$ cat src/rtl/core/ptt_pkg.sv
// Pedal multi-tap tracker: shared types and constants.
// Used by every module of the block; no dependencies.
package ptt_pkg;

  localparam int unsigned PEDALS       = 3;
  localparam int unsigned RING_DEPTH   = 4;
  // One slot of each ring always stays empty, so a ring holds one less entry.
  localparam int unsigned RING_LEN     = RING_DEPTH - 1;
  localparam int unsigned TIME_BITS    = 32;
  localparam int unsigned QW_BITS      = 16;
  localparam int unsigned CNT_BITS     = $clog2(RING_DEPTH);
  localparam int unsigned STEP_BITS    = $clog2(RING_DEPTH);
  localparam int unsigned OUT_CNT_BITS = 2;
  localparam int unsigned FIFO_DEPTH   = 2;
  localparam int unsigned IN_TDATA_W   = 40;
  localparam int unsigned OUT_TDATA_W  = 120;

  localparam logic [QW_BITS-1:0] QW_RESET = QW_BITS'(400);
  localparam logic [PEDALS-1:0]  ALL_UP   = '1;

  // Edge kind lanes inside the back end
  localparam int unsigned KIND_PRESS   = 0;
  localparam int unsigned KIND_RELEASE = 1;

  // Classified sample handed from the front end to the back end
  typedef struct packed {
    logic                 clear;
    logic [TIME_BITS-1:0] now;
    logic [PEDALS-1:0]    levels;
    logic [PEDALS-1:0]    presses;
    logic [PEDALS-1:0]    releases;
  } ptt_item_t;

  // Result; last member sits in the lowest bits, matching the stream layout
  typedef struct packed {
    logic [PEDALS-1:0][TIME_BITS-1:0]    down_time;
    logic [PEDALS-1:0][OUT_CNT_BITS-1:0] rel_cnt;
    logic [PEDALS-1:0][OUT_CNT_BITS-1:0] prs_cnt;
    logic [PEDALS-1:0]                   releases;
    logic [PEDALS-1:0]                   presses;
    logic [PEDALS-1:0]                   levels;
  } ptt_result_t;

endpackage

$ cat src/rtl/core/ptt_front.sv
// Pedal multi-tap tracker front end: takes samples and finds edges.
// Depends on ptt_pkg.
module ptt_front (
  input  logic                         clk_i,
  input  logic                         rst_ni,
  input  logic                         valid_i,
  output logic                         ready_o,
  input  logic                         clear_i,
  input  logic [ptt_pkg::TIME_BITS-1:0] now_i,
  input  logic [ptt_pkg::PEDALS-1:0]   levels_i,
  input  logic                         full_i,
  output logic                         push_o,
  output ptt_pkg::ptt_item_t           item_o
);

  logic [ptt_pkg::PEDALS-1:0] cur_levels_q, cur_levels_d;

  assign ready_o = !full_i;
  assign push_o  = valid_i && !full_i;

  // Classify the sample: a clear forces all up and reports no edges
  always_comb begin
    item_o.clear = clear_i;
    item_o.now   = now_i;
    if (clear_i) begin
      cur_levels_d     = ptt_pkg::ALL_UP;
      item_o.presses   = '0;
      item_o.releases  = '0;
    end else begin
      cur_levels_d     = levels_i;
      item_o.presses   = cur_levels_q & ~levels_i;
      item_o.releases  = ~cur_levels_q & levels_i;
    end
    item_o.levels = cur_levels_d;
  end

  // Hold the last levels seen
  always_ff @(posedge clk_i or negedge rst_ni) begin
    if (!rst_ni) begin
      cur_levels_q <= ptt_pkg::ALL_UP;
    end else if (push_o) begin
      cur_levels_q <= cur_levels_d;
    end
  end

endmodule

$ cat src/rtl/core/ptt_fifo.sv
// Pedal multi-tap tracker: short queue between front and back end.
// Depends on ptt_pkg.
module ptt_fifo (
  input  logic               clk_i,
  input  logic               rst_ni,
  input  logic               push_i,
  input  ptt_pkg::ptt_item_t item_i,
  output logic               full_o,
  input  logic               pop_i,
  output ptt_pkg::ptt_item_t item_o,
  output logic               empty_o
);

  localparam int unsigned PTR_BITS = $clog2(ptt_pkg::FIFO_DEPTH);
  localparam int unsigned CNT_W    = $clog2(ptt_pkg::FIFO_DEPTH + 1);

  ptt_pkg::ptt_item_t        mem_q [ptt_pkg::FIFO_DEPTH];
  logic [PTR_BITS-1:0]       wr_ptr_q, rd_ptr_q;
  logic [CNT_W-1:0]          count_q;

  assign full_o  = (count_q == CNT_W'(ptt_pkg::FIFO_DEPTH));
  assign empty_o = (count_q == '0);
  assign item_o  = mem_q[rd_ptr_q];

  // Store entries
  always_ff @(posedge clk_i) begin
    if (push_i) begin
      mem_q[wr_ptr_q] <= item_i;
    end
  end

  // Advance pointers and track fill level
  always_ff @(posedge clk_i or negedge rst_ni) begin
    if (!rst_ni) begin
      wr_ptr_q <= '0;
      rd_ptr_q <= '0;
      count_q  <= '0;
    end else begin
      if (push_i) begin
        wr_ptr_q <= (wr_ptr_q == PTR_BITS'(ptt_pkg::FIFO_DEPTH - 1)) ? '0 : wr_ptr_q + 1'b1;
      end
      if (pop_i) begin
        rd_ptr_q <= (rd_ptr_q == PTR_BITS'(ptt_pkg::FIFO_DEPTH - 1)) ? '0 : rd_ptr_q + 1'b1;
      end
      if (push_i && !pop_i) begin
        count_q <= count_q + 1'b1;
      end else if (pop_i && !push_i) begin
        count_q <= count_q - 1'b1;
      end
    end
  end

endmodule

$ cat src/rtl/core/ptt_back.sv
// Pedal multi-tap tracker back end: edge-time rings, tap counting, result.
// Depends on ptt_pkg.
module ptt_back (
  input  logic                          clk_i,
  input  logic                          rst_ni,
  input  logic                          cfg_we_i,
  input  logic [ptt_pkg::QW_BITS-1:0]   cfg_wdata_i,
  input  logic                          empty_i,
  input  ptt_pkg::ptt_item_t            item_i,
  output logic                          pop_o,
  output logic                          res_valid_o,
  input  logic                          res_ready_i,
  output ptt_pkg::ptt_result_t          res_o
);

  typedef enum logic [1:0] {
    ST_IDLE,
    ST_APPLY,
    ST_WALK,
    ST_DONE
  } state_e;

  localparam int unsigned P  = ptt_pkg::PEDALS;
  localparam int unsigned L  = ptt_pkg::RING_LEN;
  localparam int unsigned TB = ptt_pkg::TIME_BITS;

  state_e                          state_q;
  logic [ptt_pkg::STEP_BITS-1:0]   step_q;
  logic [ptt_pkg::QW_BITS-1:0]     qw_q;
  logic                            out_valid_q;
  ptt_pkg::ptt_item_t              item_q;

  // Rings kept as shift lines, newest at position 0; one lane per pedal and kind
  logic [TB-1:0]                   stamp_q [P][2][L];
  logic                            vld_q   [P][2][L];
  logic                            live_q  [P][2];
  logic [TB-1:0]                   ref_q   [P][2];
  logic [ptt_pkg::CNT_BITS-1:0]    cnt_q   [P][2];
  logic [TB-1:0]                   dt_q    [P];
  ptt_pkg::ptt_result_t            res_q;

  logic [TB-1:0]                   gap     [P][2];
  logic                            hit     [P][2];
  logic [P-1:0]                    edge_bits [2];
  logic                            load_res;

  assign pop_o       = (state_q == ST_IDLE) && !empty_i;
  assign load_res    = (state_q == ST_DONE) && (!out_valid_q || res_ready_i);
  assign res_valid_o = out_valid_q;
  assign res_o       = res_q;

  assign edge_bits[ptt_pkg::KIND_PRESS]   = item_q.presses;
  assign edge_bits[ptt_pkg::KIND_RELEASE] = item_q.releases;

  // Compare the entry under the walk against the last counted time
  always_comb begin
    for (int p = 0; p < P; p++) begin
      for (int k = 0; k < 2; k++) begin
        gap[p][k] = ref_q[p][k] - stamp_q[p][k][0];
        hit[p][k] = live_q[p][k] && vld_q[p][k][0] && (gap[p][k] <= TB'(qw_q));
      end
    end
  end

  // Sequence one item: pop, record edges, walk rings, hand off result
  always_ff @(posedge clk_i or negedge rst_ni) begin
    if (!rst_ni) begin
      state_q     <= ST_IDLE;
      step_q      <= '0;
      qw_q        <= ptt_pkg::QW_RESET;
      out_valid_q <= 1'b0;
      for (int p = 0; p < P; p++) begin
        for (int k = 0; k < 2; k++) begin
          live_q[p][k] <= 1'b0;
          for (int j = 0; j < L; j++) begin
            vld_q[p][k][j] <= 1'b0;
          end
        end
      end
    end else begin
      if (cfg_we_i) begin
        qw_q <= cfg_wdata_i;
      end
      if (load_res) begin
        out_valid_q <= 1'b1;
      end else if (res_ready_i) begin
        out_valid_q <= 1'b0;
      end
      unique case (state_q)
        ST_IDLE: begin
          if (!empty_i) begin
            state_q <= ST_APPLY;
          end
        end
        ST_APPLY: begin
          step_q <= '0;
          for (int p = 0; p < P; p++) begin
            for (int k = 0; k < 2; k++) begin
              live_q[p][k] <= 1'b1;
              if (item_q.clear) begin
                for (int j = 0; j < L; j++) begin
                  vld_q[p][k][j] <= 1'b0;
                end
              end else if (edge_bits[k][p]) begin
                vld_q[p][k][0] <= 1'b1;
                for (int j = 1; j < L; j++) begin
                  vld_q[p][k][j] <= vld_q[p][k][j-1];
                end
              end
            end
          end
          state_q <= ST_WALK;
        end
        ST_WALK: begin
          for (int p = 0; p < P; p++) begin
            for (int k = 0; k < 2; k++) begin
              // stop at the first empty slot
              if (!vld_q[p][k][0]) begin
                live_q[p][k] <= 1'b0;
              end
              // rotate so the next older entry comes to position 0
              for (int j = 0; j < L; j++) begin
                vld_q[p][k][j] <= vld_q[p][k][(j + 1) % L];
              end
            end
          end
          step_q <= step_q + 1'b1;
          if (step_q == ptt_pkg::STEP_BITS'(L - 1)) begin
            state_q <= ST_DONE;
          end
        end
        ST_DONE: begin
          if (load_res) begin
            state_q <= ST_IDLE;
          end
        end
        default: begin
          state_q <= ST_IDLE;
        end
      endcase
    end
  end

  // Datapath: stamps, running references, counts, result register
  always_ff @(posedge clk_i) begin
    if (pop_o) begin
      item_q <= item_i;
    end
    if (state_q == ST_APPLY) begin
      for (int p = 0; p < P; p++) begin
        for (int k = 0; k < 2; k++) begin
          ref_q[p][k] <= item_q.now;
          cnt_q[p][k] <= '0;
          if (!item_q.clear && edge_bits[k][p]) begin
            stamp_q[p][k][0] <= item_q.now;
            for (int j = 1; j < L; j++) begin
              stamp_q[p][k][j] <= stamp_q[p][k][j-1];
            end
          end
        end
      end
    end
    if (state_q == ST_WALK) begin
      for (int p = 0; p < P; p++) begin
        // newest press sits at position 0 on the first walk step
        if (step_q == '0) begin
          dt_q[p] <= vld_q[p][ptt_pkg::KIND_PRESS][0] ?
                     item_q.now - stamp_q[p][ptt_pkg::KIND_PRESS][0] : '0;
        end
        for (int k = 0; k < 2; k++) begin
          if (hit[p][k]) begin
            cnt_q[p][k] <= cnt_q[p][k] + 1'b1;
            ref_q[p][k] <= stamp_q[p][k][0];
          end
          for (int j = 0; j < L; j++) begin
            stamp_q[p][k][j] <= stamp_q[p][k][(j + 1) % L];
          end
        end
      end
    end
    if (load_res) begin
      res_q.levels   <= item_q.levels;
      res_q.presses  <= item_q.presses;
      res_q.releases <= item_q.releases;
      for (int p = 0; p < P; p++) begin
        res_q.prs_cnt[p]   <= ptt_pkg::OUT_CNT_BITS'(cnt_q[p][ptt_pkg::KIND_PRESS]);
        res_q.rel_cnt[p]   <= ptt_pkg::OUT_CNT_BITS'(cnt_q[p][ptt_pkg::KIND_RELEASE]);
        res_q.down_time[p] <= dt_q[p];
      end
    end
  end

endmodule

$ cat src/rtl/core/pedal_multi_tap_tracker_top.sv
// Pedal multi-tap tracker top level: stream ports, front end, queue, back end.
// Depends on ptt_pkg, ptt_front, ptt_fifo and ptt_back.
//
//  Channel   Dir  Beat contents
//  s_axis    in   tuser: clear_all; tdata: now_ms[31:0], pedal_levels[34:32]
//  m_axis    out  tdata: levels, edges, tap counts, down times (see port)
//  cfg       in   cfg_wdata_i: quick_window, written when cfg_we_i is high
//
// For each sample the back end takes it from the queue, logs its edges,
// walks all six rings side by side entry by entry, then loads the result
// register.
// The front end takes a beat whenever the two-entry queue has room.
// Reset empties every ring, sets levels to all up and quick_window to 400.
// A stalled output holds the back end only in its last cycle.
module pedal_multi_tap_tracker_top (
  input  logic                              clk_i,
  input  logic                              rst_ni,
  input  logic                              s_axis_tvalid,
  output logic                              s_axis_tready,
  // [31:0] now_ms, [34:32] pedal_levels, [39:35] zero
  input  logic [ptt_pkg::IN_TDATA_W-1:0]    s_axis_tdata,
  // [0] clear_all
  input  logic                              s_axis_tuser,
  output logic                              m_axis_tvalid,
  input  logic                              m_axis_tready,
  // [2:0] levels, [5:3] new_presses, [8:6] new_releases,
  // [10:9] press_count_left, [12:11] press_count_middle,
  // [14:13] press_count_right, [16:15] release_count_left,
  // [18:17] release_count_middle, [20:19] release_count_right,
  // [52:21] down_time_left, [84:53] down_time_middle,
  // [116:85] down_time_right, [119:117] zero
  output logic [ptt_pkg::OUT_TDATA_W-1:0]   m_axis_tdata,
  input  logic                              cfg_we_i,
  input  logic [ptt_pkg::QW_BITS-1:0]       cfg_wdata_i
);

  localparam int unsigned OUT_PAD = ptt_pkg::OUT_TDATA_W - $bits(ptt_pkg::ptt_result_t);

  ptt_pkg::ptt_item_t   push_item, pop_item;
  ptt_pkg::ptt_result_t res;
  logic                 push, pop, full, empty;

  ptt_front u_front (
    .clk_i    (clk_i),
    .rst_ni   (rst_ni),
    .valid_i  (s_axis_tvalid),
    .ready_o  (s_axis_tready),
    .clear_i  (s_axis_tuser),
    .now_i    (s_axis_tdata[ptt_pkg::TIME_BITS-1:0]),
    .levels_i (s_axis_tdata[ptt_pkg::TIME_BITS +: ptt_pkg::PEDALS]),
    .full_i   (full),
    .push_o   (push),
    .item_o   (push_item)
  );

  ptt_fifo u_fifo (
    .clk_i   (clk_i),
    .rst_ni  (rst_ni),
    .push_i  (push),
    .item_i  (push_item),
    .full_o  (full),
    .pop_i   (pop),
    .item_o  (pop_item),
    .empty_o (empty)
  );

  ptt_back u_back (
    .clk_i       (clk_i),
    .rst_ni      (rst_ni),
    .cfg_we_i    (cfg_we_i),
    .cfg_wdata_i (cfg_wdata_i),
    .empty_i     (empty),
    .item_i      (pop_item),
    .pop_o       (pop),
    .res_valid_o (m_axis_tvalid),
    .res_ready_i (m_axis_tready),
    .res_o       (res)
  );

  assign m_axis_tdata = {OUT_PAD'(0), res};

endmodule

$ cat config.mk
export PLATFORM = sky130hd
export DESIGN_NAME = pedal_multi_tap_tracker_top
export DESIGN_NICKNAME = d
export VERILOG_FILES = /design/src/rtl/core/ptt_pkg.sv /design/src/rtl/core/ptt_front.sv /design/src/rtl/core/ptt_fifo.sv /design/src/rtl/core/ptt_back.sv /design/src/rtl/core/pedal_multi_tap_tracker_top.sv
export SDC_FILE = /design/constraint.sdc
export NUM_CORES = 2
export LEC_CHECK = 0
export ABC_AREA = 1
export BUFFER_PORTS_ARGS = -buffer_cell sky130_fd_sc_hd__buf_2
export CAP_MARGIN = 20
export CORE_ASPECT_RATIO = 0.8
export CORE_MARGIN = 4
export CORE_UTILIZATION = 50
export DETAILED_ROUTE_END_ITERATION = 6
export PLACE_DENSITY = 0.72
export SYNTH_ARGS = -nofsm -noshare
export SYNTH_HDL_FRONTEND = slang
export SYNTH_SLANG_ARGS = --single-unit
$ cat constraint.sdc
create_clock -name clk_i -period 8.29 [get_ports clk_i]
set_input_delay 0 -clock clk_i [delete_from_list [all_inputs] [get_ports clk_i]]
set_output_delay 0 -clock clk_i [all_outputs]
set_load 0.05 [all_outputs]
==> results by group <==
Routing
  • Initial DRT Pass Iterations: 7
  • Final wirelength: 237000 um
  • Avg WL per Cell: 22.2 um
  • Via count: 59180
  • Vias per cell: 5.54
  • Number of remaining DRC errors: 0
  • DR iter-0 viols: 7974
  • Post-DRT Antenna Nets: 0

STA
  • Setup tns final: 0 ns
  • Final count of hold timing violations: 0
  • Least-Margin Pin Slew: 1.21 ns
  • Final worst-path cycle share: 69.3%
  • Max Fclk: 0.174 GHz
  • Fin Hold WS: 0.0506 ns
  • Fin Clk Skew: 0.0471 ns
  • Slew HR: 19.5%
  • Setup violators final: 0
  • Unrepaired setup endpoints after global routing: false
  • Fin crit period: 5.74 ns
  • Max-slew violations: 0

Die
  • Die Y: 341 um
  • Starting density of the core: 50.7%
  • Die W: 425 um
  • Die Area: 145000 um^2
  • Number of cell rows: 121
  • Core area: 137000 um^2
  • Top Ports: 184

Setup path
  • CP Cell Sequence: ha_1 -> fa_1 -> inv_1 -> nand3_1 -> nand2_2 -> nand2_1 -> nand2_1 -> nand2_1 -> nand2_1 -> xor2_1 -> ha_1 -> nand2_1 -> nor4_1 -> nand3_1 -> nand2_1 -> nand3_1 -> nor2_1 -> nand3_1 -> nor2_4 -> buf_4 -> nand2_2 -> nand2_1 -> buf_4
  • Worst Path Required: 8.67 ns
  • Worst Setup Path Type: flop to flop
  • CP dominant cell by count: nand2_1
  • Top cell family by delay on the critical path: simple AND/OR/NAND/NOR gates
  • Worst setup SP type: flop
  • WP buf/inv: 3
  • Slowest stage cell, crit path: nand2_2
  • Crit-path max FO: 35
  • Slowest stage delay, CP: 0.57 ns
  • Setup crit end kind: flop
  • CP arrival: 6.12 ns

Logic synthesis
  • Synth cell types: 46
  • Top cells by area, synth: edfxtp_1 48%, nand2_1 15%, inv_1 7.8%
  • Post-synth top area share: 48.4%
  • Post-synthesis cell area: 69400 um^2
  • Syn Inst Count: 8425
  • Number of synthesized register bits: 1171
  • Top cell type by total area after synthesis: edfxtp_1
  • Syn Area/Cell: 8.24 um^2
  • Synth warn: 0
  • Post-synthesis sequential area ratio: 50.3%

Global routing
  • Vias in the first global route: 54128
  • First-pass GRT wire length: 346000 um
  • Initial antenna violation count: 36
  • Remaining Overflow, GRT: 0
  • Largest net degree at the start of global routing: 247
  • Total GRT Usage: 32.0%

Place
  • Post-DP HPWL: 171000 um
  • PortBufs: 175
  • Placer Congestion: 0.990

CTS
  • Clock sinks: 1171
  • Worst-skew pair later-pin latency: 0.78 ns
  • TritonCTS clock tree: built
  • Clk pin slew, worst setup/hold paths: 0.07 ns
  • CTS buffer count: 114
  • # H-tree levels: 3
  • Root Buffer: clkbuf_16
  • Maximum buffer depth of the clock tree: 3

Min path
  • Worst hold path class: input port to flop

Cells and area
  • Layout Nets: 9186
  • Layout cells sized above 1: 5.61%
  • FF/Latch Area: 34900 um^2
  • Multi-input gate area: 28200 um^2
  • Layout fillers: 12241
  • Layout area overhead: 11.7%

Outcome
  • Status: complete, no violations

Run
  • Max_cap viols: 0
## final timing paths
check / from / end / slack, ns / cells after the start
max reg2reg: u_back.stamp_q[0][352]$_DFFE_PP_ / u_back.ref_q[0][118]$_DFFE_PP_ / 2.55 / 23
max in group asynchronous: rst_ni / u_back.vld_q[8]$_DFFE_PN0P_ / 7.31 / 4
max: u_back.stamp_q[0][352]$_DFFE_PP_ / u_back.ref_q[0][118]$_DFFE_PP_ / 2.55 / 23
min in group asynchronous: rst_ni / u_back.qw_q[10]$_DFFE_PN0P_ / 0.45 / 4
min reg2reg: u_back.dt_q[0][49]$_SDFFCE_PN0P_ / m_axis_tdata[70]$_DFFE_PP_ / 0.41 / 0
min: s_axis_tuser / u_fifo.mem_q[1][41]$_DFFE_PP_ / 0.05 / 2
## cell families after synthesis
family / Yosys count / synth area share (%)
compound gates: 1238 / 9.27
other cells: 1 / 0.00540
mux: 1 / 0.0162
simple gates: 3858 / 22.7
fa+ha+maj: 391 / 7.15
buf+inv: 1658 / 9.25
flops: 1171 / 50.3
xor+xnor: 107 / 1.35
## cell usage in the layout (no fill, tap or decap), types with 8 or more instances in the layout
master         instances
nand2_1             2693
inv_1               1445
edfxtp_1            1119
o21ai_0              791
nor2_1               469
nand3_1              435
ha_1                 381
a21oi_1              339
buf_2                175
dlygate4sd3_1        132
clkbuf_16            114
nand4_1              100
xor2_1                90
buf_4                 78
nor3_1                48
dfrtp_1               46
and2_1                30
clkinv_1              24
diode_2               22
a21o_1                22
clkbuf_1              21
a31oi_1               20
xnor2_1               17
o21a_1                17
clkinv_2              16
o21bai_1              14
and3_1                13
nor2_4                13
nand2_2               12
o22ai_1               12
nand2_4               10
nor2_2                 9
fa_1                   9
bufinv_16              9
nand3b_1               8
clkbuf_8               8
## synth_stat cells (all sizes together)
master,count
ha,382
nand4,100
or2,1
dfrtp,46
xor2,90
dfstp,6
a21boi,6
clkinv,8
and2,30
edfxtp,1119
nor3,53
nand3b,8
nor4,3
o31ai,1
mux2,1
a221oi,5
buf,67
nor2,491
a21o,22
nor3b,6
o21ai,791
o221ai,5
o21a,17
o21bai,14
nand3,438
o211ai,5
xnor2,17
a31oi,20
clkbuf,132
conb,1
nand2,2715
a21oi,340
inv,1451
and3,13
o22ai,12
fa,9
## worst register-to-register path, stage by stage, from the launching register on
cell and delay [ns]:
edfxtp_1 0.52, ha_1 0.28, fa_1 0.42, inv_1 0.11, nand3_1 0.10, nand2_2 0.17
nand2_1 0.08, nand2_1 0.13, nand2_1 0.07, nand2_1 0.18, xor2_1 0.11, ha_1 0.28
nand2_1 0.09, nor4_1 0.39, nand3_1 0.12, nand2_1 0.14, nand3_1 0.11, nor2_1 0.12
nand3_1 0.14, nor2_4 0.10, buf_4 0.38, nand2_2 0.60, nand2_1 0.20, buf_4 0.48
## per-layer routing
metal  vias to the layer above  part of all wire [%]  GRT usage [%]
li1                      28071                     -              -
met1                     27746                    42           45.7
met2                      2876                    43           47.4
met3                       471                    11           6.96
met4                        16                   4.4           13.1
met5                         -                  0.11              0
## per-stage QoR
step	std cells	worst slack, ns	utilization, %	cell area (um^2)
floorplan	8427	1.34	-	69400
global placement	10327	2.72	52.8	72300
detailed placement	10329	2.69	52.8	72400
CTS	10668	2.64	56.5	77500
global route	10669	2.20	56.5	77500
finish	10691	2.55	56.6	77500
## state kept, by name (all words and copies together) (netlist names)
name / flops
m_axis_tdata: 96
u_back.cnt_q: 12
u_back.dt_q: 96
u_back.edge_bits: 6
u_back.item_q: 36
u_back.live_q: 6
u_back.qw_q: 16
u_back.ref_q: 192
u_back.res_o: 21
u_back.res_valid_o: 1
u_back.stamp_q: 576
u_back.state_q: 2
u_back.step_q: 2
u_back.vld_q: 18
u_fifo.count_q: 2
u_fifo.mem_q: 84
u_fifo.rd_ptr_q: 1
u_fifo.wr_ptr_q: 1
u_front.cur_levels_q: 3
## final cells by class
| type | count | area share [%] |
|---|---|---|
| diodes | 22 | 0.0710 |
| flip-flops and latches | 1171 | 45.0 |
| well taps | 1845 | 2.98 |
| clock buffers | 143 | 3.92 |
| clock inverters | 64 | 0.907 |
| inverters | 1459 | 7.08 |
| repair buffers | 389 | 3.69 |
| multi-input cells | 5598 | 36.3 |
## timing repair
item,CTS,global route
hold buffers,132,0
setup endpoints to repair,0,0
endpoints found under the hold margin,160,0
setup buffers,0,0
resized for setup,0,0
Power is left out: the tool's default activity adds up to more than one toggle a clock period on the data nets, which glitch-free logic cannot reach.
